<file path="config.mk">
export PLATFORM = sky130hd
export DESIGN_NAME = mvsm_queue
export DESIGN_NICKNAME = d
export VERILOG_FILES = /design/src/rtl/mvsm_pkg.sv /design/src/rtl/mvsm_queue.sv
export SDC_FILE = /design/constraint.sdc
export NUM_CORES = 1
export LEC_CHECK = 0
export ABC_AREA = 1
export BUFFER_PORTS_ARGS = -buffer_cell sky130_fd_sc_hd__clkbuf_2
export CORE_ASPECT_RATIO = 1.4
export CORE_UTILIZATION = 52
export CTS_CLUSTER_DIAMETER = 100
export DETAILED_ROUTE_END_ITERATION = 10
export PLACE_DENSITY = 0.77
export SYNTH_ARGS = -nofsm -noshare
export SYNTH_HDL_FRONTEND = slang
export SYNTH_SLANG_ARGS = --single-unit
</file>
<file path="constraint.sdc">
create_clock -name clock -period 3.1 [get_ports clock]
set_input_delay 0.155 -clock clock [delete_from_list [all_inputs] [get_ports clock]]
set_output_delay 0.155 -clock clock [all_outputs]
set_load 0.01 [all_outputs]
</file>
<file path="src/rtl/mvsm_pkg.sv">
`timescale 1ns / 1ps
// Shared types, constants and helpers of the sample mixer.
// Used by the front, the queue, the back and the top level; depends on nothing.
package mvsm_pkg;

   // Default sizes of the top level parameters
   localparam int VOICES_DEF       = 4;
   localparam int SAMPLE_WORDS_DEF = 4096;
   localparam int SAMPLE_BITS_DEF  = 8;

   // Fixed field widths of the ports
   localparam int MODE_W      = 2;
   localparam int ADDR_W      = 12;
   localparam int SVAL_W      = 8;
   localparam int LEN_W       = 12;
   localparam int SONG_W      = 11;
   localparam int SONG_HALF_W = SONG_W - 1;
   localparam int AUDIO_W     = 12;
   localparam int USED_W      = 2;
   localparam int DIV_W       = 4;
   localparam int HELD_W      = 11;

   localparam logic [DIV_W-1:0]  DIVIDER_RESET = 4'd4;
   localparam logic [HELD_W-1:0] HELD_MAX      = 11'h7FF;

   // Input mode codes
   localparam logic [MODE_W-1:0] MODE_LOAD  = 2'd0;
   localparam logic [MODE_W-1:0] MODE_START = 2'd1;
   localparam logic [MODE_W-1:0] MODE_TICK  = 2'd2;

   // Address wrap: base plus position is below 8192, and the store holds at
   // least 256 words, so five conditional subtracts bring it into range.
   localparam int ADDR_SUM_W = ADDR_W + 1;
   localparam int WRAP_STEPS = 5;
   localparam int WRAP_W     = 22;

   localparam int QUEUE_DEPTH = 2;
   localparam int QUEUE_PTR_W = 1;
   localparam int QUEUE_CNT_W = 2;

   typedef enum logic [1:0] {
      OP_LOAD,
      OP_START,
      OP_TICK,
      OP_NONE
   } op_type;

   typedef enum logic [1:0] {
      BK_IDLE,
      BK_READ,
      BK_ACC,
      BK_DONE
   } back_state_type;

   // One classified item on its way from front to back
   typedef struct packed {
      op_type                 op;
      logic [ADDR_W-1:0]      address;
      logic [SVAL_W-1:0]      sample_value;
      logic [LEN_W-1:0]       effect_length;
      logic                   length_zero;
      logic [SONG_HALF_W-1:0] song_half;
   } entry_type;

   typedef struct packed {
      logic full;
      logic empty;
   } queue_status_type;

   // Reduce an address sum modulo the store size by shifted subtracts
   function automatic logic [ADDR_SUM_W-1:0] wrap_addr(
      input logic [ADDR_SUM_W-1:0] x,
      input int unsigned           words
   );
      logic [WRAP_W-1:0] r;
      logic [WRAP_W-1:0] lim;
      r = WRAP_W'(x);
      for (int k = WRAP_STEPS - 1; k >= 0; k--) begin
         lim = WRAP_W'(words) << k;
         if (r >= lim) begin
            r = r - lim;
         end
      end
      return ADDR_SUM_W'(r);
   endfunction

endpackage

</file>
<file path="src/rtl/mvsm_queue.sv">
`timescale 1ns / 1ps
// Two-entry queue between the front and the back of the mixer.
// Depends on mvsm_pkg for the item type.
module mvsm_queue import mvsm_pkg::*; (
   input  logic             clock,
   input  logic             reset,
   input  logic             push,
   input  entry_type        push_entry,
   input  logic             pop,
   output entry_type        pop_entry,
   output queue_status_type status
);

   entry_type               slot_ff [QUEUE_DEPTH];
   logic [QUEUE_PTR_W-1:0]  wr_ptr_ff;
   logic [QUEUE_PTR_W-1:0]  wr_ptr_in;
   logic [QUEUE_PTR_W-1:0]  rd_ptr_ff;
   logic [QUEUE_PTR_W-1:0]  rd_ptr_in;
   logic [QUEUE_CNT_W-1:0]  count_ff;
   logic [QUEUE_CNT_W-1:0]  count_in;

   assign status.full  = (count_ff == QUEUE_CNT_W'(QUEUE_DEPTH));
   assign status.empty = (count_ff == '0);
   assign pop_entry    = slot_ff[rd_ptr_ff];

   // Advance pointers and fill count
   always_comb begin
      wr_ptr_in = push ? wr_ptr_ff + 1'b1 : wr_ptr_ff;
      rd_ptr_in = pop ? rd_ptr_ff + 1'b1 : rd_ptr_ff;
      count_in  = count_ff;
      if (push && !pop) begin
         count_in = count_ff + 1'b1;
      end else if (pop && !push) begin
         count_in = count_ff - 1'b1;
      end
   end

   always_ff @(posedge clock) begin
      if (reset) begin
         wr_ptr_ff <= '0;
         rd_ptr_ff <= '0;
         count_ff  <= '0;
      end else begin
         wr_ptr_ff <= wr_ptr_in;
         rd_ptr_ff <= rd_ptr_in;
         count_ff  <= count_in;
      end
   end

   // Hold item data
   always_ff @(posedge clock) begin
      if (push) begin
         slot_ff[wr_ptr_ff] <= push_entry;
      end
   end

endmodule

</file>
==> flow_metrics.env <==
export IMPL_yosysTopAreaCell="edfxtp_1"
export IMPL_yosysUniqueCellTypes=16
export IMPL_ys_ff_latch=95
export IMPL_critPathArrivalTime_ns=1.82
export IMPL_nFillCells=409
export IMPL_pwr_share_seq=0.547
export IMPL_rsz0062_at_grt="false"
export IMPL_cpPeakStageDelay_ns=0.63
export IMPL_min_path_type="in2reg"
export IMPL_vias=2023
export IMPL_rows=35
export IMPL_period_share=0.6365
export IMPL_drive_gt1_frac=0.4878
export IMPL_drt_iter0_markers=98
export IMPL_syn2layout_area_growth_pct=33.11
export IMPL_max_freq_mhz=506.8
export IMPL_final_cell_area_mm2=0.004895
export IMPL_avgSynthCellArea_um2=21.26
export IMPL_relSlewSlack=0.3325
export IMPL_powerDensity_mw_per_mm2=564.3
export IMPL_slowest_stage="dfxtp_2"
export IMPL_cp_start_kind="flop"
export IMPL_netSwitchingFraction=0.2234
export IMPL_cts_resized=0
export IMPL_cts_max_path_buffers=2
export IMPL_fin_skew_ns=0.007681
export IMPL_final_cell_mix="clkbuf_2 (95), edfxtp_1 (90), dlygate4sd3_1 (46), mux2_4 (40), clkbuf_8 (9)"
export IMPL_port_buffers=95
export IMPL_hpwl_mm=4.032
export IMPL_crit_required_ns=2.94
export IMPL_grt_pass1_vias=2153
export IMPL_synth_area_leaders="edfxtp_1 (73%), mux2_4 (16%), dfxtp_1 (2.7%)"
export IMPL_slew_viol_final=0
export IMPL_ys_seq_area_frac=0.7622
export IMPL_gp_congestion=0.7081
export IMPL_worstMarginPinSlew_ns=0.9997
export IMPL_nNetsFinal=373
export IMPL_place_area_mm2=0.004220
export IMPL_drt_pass1_iterations=4
export IMPL_multiInputGateArea_um2=757.0
export IMPL_crit_type="reg2out"
export IMPL_initial_core_util=0.5488
export IMPL_synth_nets=223
export IMPL_setup_viol=0
export IMPL_grt_overflow=0
export IMPL_io_pins=96
export IMPL_routed_wl_mm=6.776
export IMPL_cts_made_buffers=9
export IMPL_p_int_uw=2145
export IMPL_grt_use_total=0.1885
export IMPL_path_cells="buf_12 > mux2_2 > clkbuf_2"
export IMPL_status="completed"
export IMPL_p_sw_uw=617.0
export IMPL_syn_instance_count=173
export IMPL_min_period_ns=1.973
export IMPL_fp_dieW_um=73.07
export IMPL_clk_pin_slew_ns=0.09
export IMPL_die_area_mm2=0.007417
export IMPL_grt_max_degree=47
export IMPL_viasPerCell=4.817
export IMPL_ys_warn_count=0
export IMPL_htreeDepth=3
export IMPL_synth_top_cell_area_share=0.7349
export IMPL_grt_pass1_wl_mm=9.901
export IMPL_core_region_area_mm2=0.006700
export IMPL_cp_max_fo=33
export IMPL_antenna_left=0
export IMPL_wl_per_cell_um=16.13
export IMPL_final_common_cell="clkbuf_2"
export IMPL_tns_ns=0
export IMPL_cts_sinks=95
export IMPL_antenna_found_initial=0
export IMPL_clock_root_buffer="clkbuf_8"
export IMPL_maxCapViolations=0
export IMPL_cts_tree="yes"
export IMPL_clkLatencyLatePin_ns=0.36
export IMPL_ff_latch_area_mm2=0.002804
export IMPL_drc=0
export IMPL_num_antenna_cells=0
export IMPL_synth_area_mm2=0.003677
export IMPL_hold_viol=0
export IMPL_ir_drop_v=0.0003644
export IMPL_endpoint_kind="output port"
export IMPL_pwr_share_comb=0.137
export IMPL_die_h_um=101.5
export IMPL_power_leakage_uw=0.001993
export IMPL_p_clk_frac=0.317
-- metrics by stage --
| step | util | hold WS [ns] | power, µW | instances | setup WS [ns] |
|---|---|---|---|---|---|
| finish | 0.7305 | 0.08541 | 2762 | 420 | 1.127 |
| CTS | 0.7305 | 0.07152 | 2776 | 420 | 1.101 |
| global placement | 0.6299 | 0.3451 | 1861 | 358 | 1.526 |
| detailed placement | 0.6299 | 0.3480 | 1873 | 358 | 1.485 |
| global route | 0.7305 | 0.08170 | 2854 | 420 | 1.051 |
| floorplan | - | 0.2274 | 1757 | 173 | 0.4393 |
-- flip-flops by register name, indices dropped and copies added, names as in the netlist, named ones only --
register and cells:
slot_ff 90, wr_ptr_ff 1, rd_ptr_ff 1, count_ff 2
-- final cells by class --
type | count | area share
Sequential cell | 95 | 0.5729
Timing Repair Buffer | 144 | 0.1984
Inverter | 9 | 0.006902
Clock buffer | 11 | 0.02684
Multi-Input combinational cell | 64 | 0.1547
Clock inverter | 5 | 0.01687
Tap cell | 92 | 0.02352
-- power by group through the flow --
stage	sequential (µW)	combinational (µW)	clock, µW
after global placement	1540	325	0
after detailed placement	1540	332	0
after global routing	1520	402	935
after CTS	1510	380	885
final	1510	377	874
after floorplan	1530	230	0
-- synth_stat cells --
cell type / instances
nand3_1: 1
nor3_1: 1
buf_6: 1
inv_1: 9
nand2_1: 5
mux2_2: 5
xnor2_1: 1
a21oi_1: 1
edfxtp_1: 90
ha_1: 1
nand4_1: 1
nor2_1: 7
o21ai_0: 1
dfxtp_1: 5
buf_12: 4
mux2_4: 40
-- worst max-delay path, delay by kind of cell (launching register included) --
kind / cells / cell delay [ns]
buf+inv: 2 / 0.44
flops: 1 / 0.63
mux: 1 / 0.37
-- final timing paths --
| check | from | to | slack [ns] | cells after the start |
|---|---|---|---|---|
| worst max-delay path | flop | pop_entry[29] | 1.13 | 3 |
| worst min-delay path | pop | flop | 0.09 | 3 |
| worst max register to register | wr_ptr_ff | slot_ff[1][1] | 1.49 | 2 |
| worst min register to register | rd_ptr_ff | flop | 0.54 | 2 |
-- kinds of logic (layout without fill, tap and decap cells) --
logic type | Yosys count | count (layout) | synth area share
AOI/OAI and AO/OA | 2 | 2 | 0.002719
and+or+nand+nor | 15 | 15 | 0.01667
muxes | 45 | 45 | 0.1786
adders and majority gates | 1 | 1 | 0.003402
buffers and inverters | 14 | 169 | 0.03403
DFF | 95 | 95 | 0.7622
xor gates and xnor gates | 1 | 1 | 0.002382
-- what timing repair did --
item | in CTS | in global routing
buffers inserted | 0 | 0
hold buffers | 46 | 0
setup endpoints to repair | 0 | 0
endpoints found under the hold margin | 91 | 0
-- metal layers --
| metal | wire (µm) | global-route usage |
|---|---|---|
| met1 | 2571 | 0.1936 |
| met2 | 3730 | 0.3454 |
| met3 | 361 | 0.05075 |
| met4 | 113 | 0.09502 |
| met5 | 0 | 0 |
(Power assumes the default switching activity.)
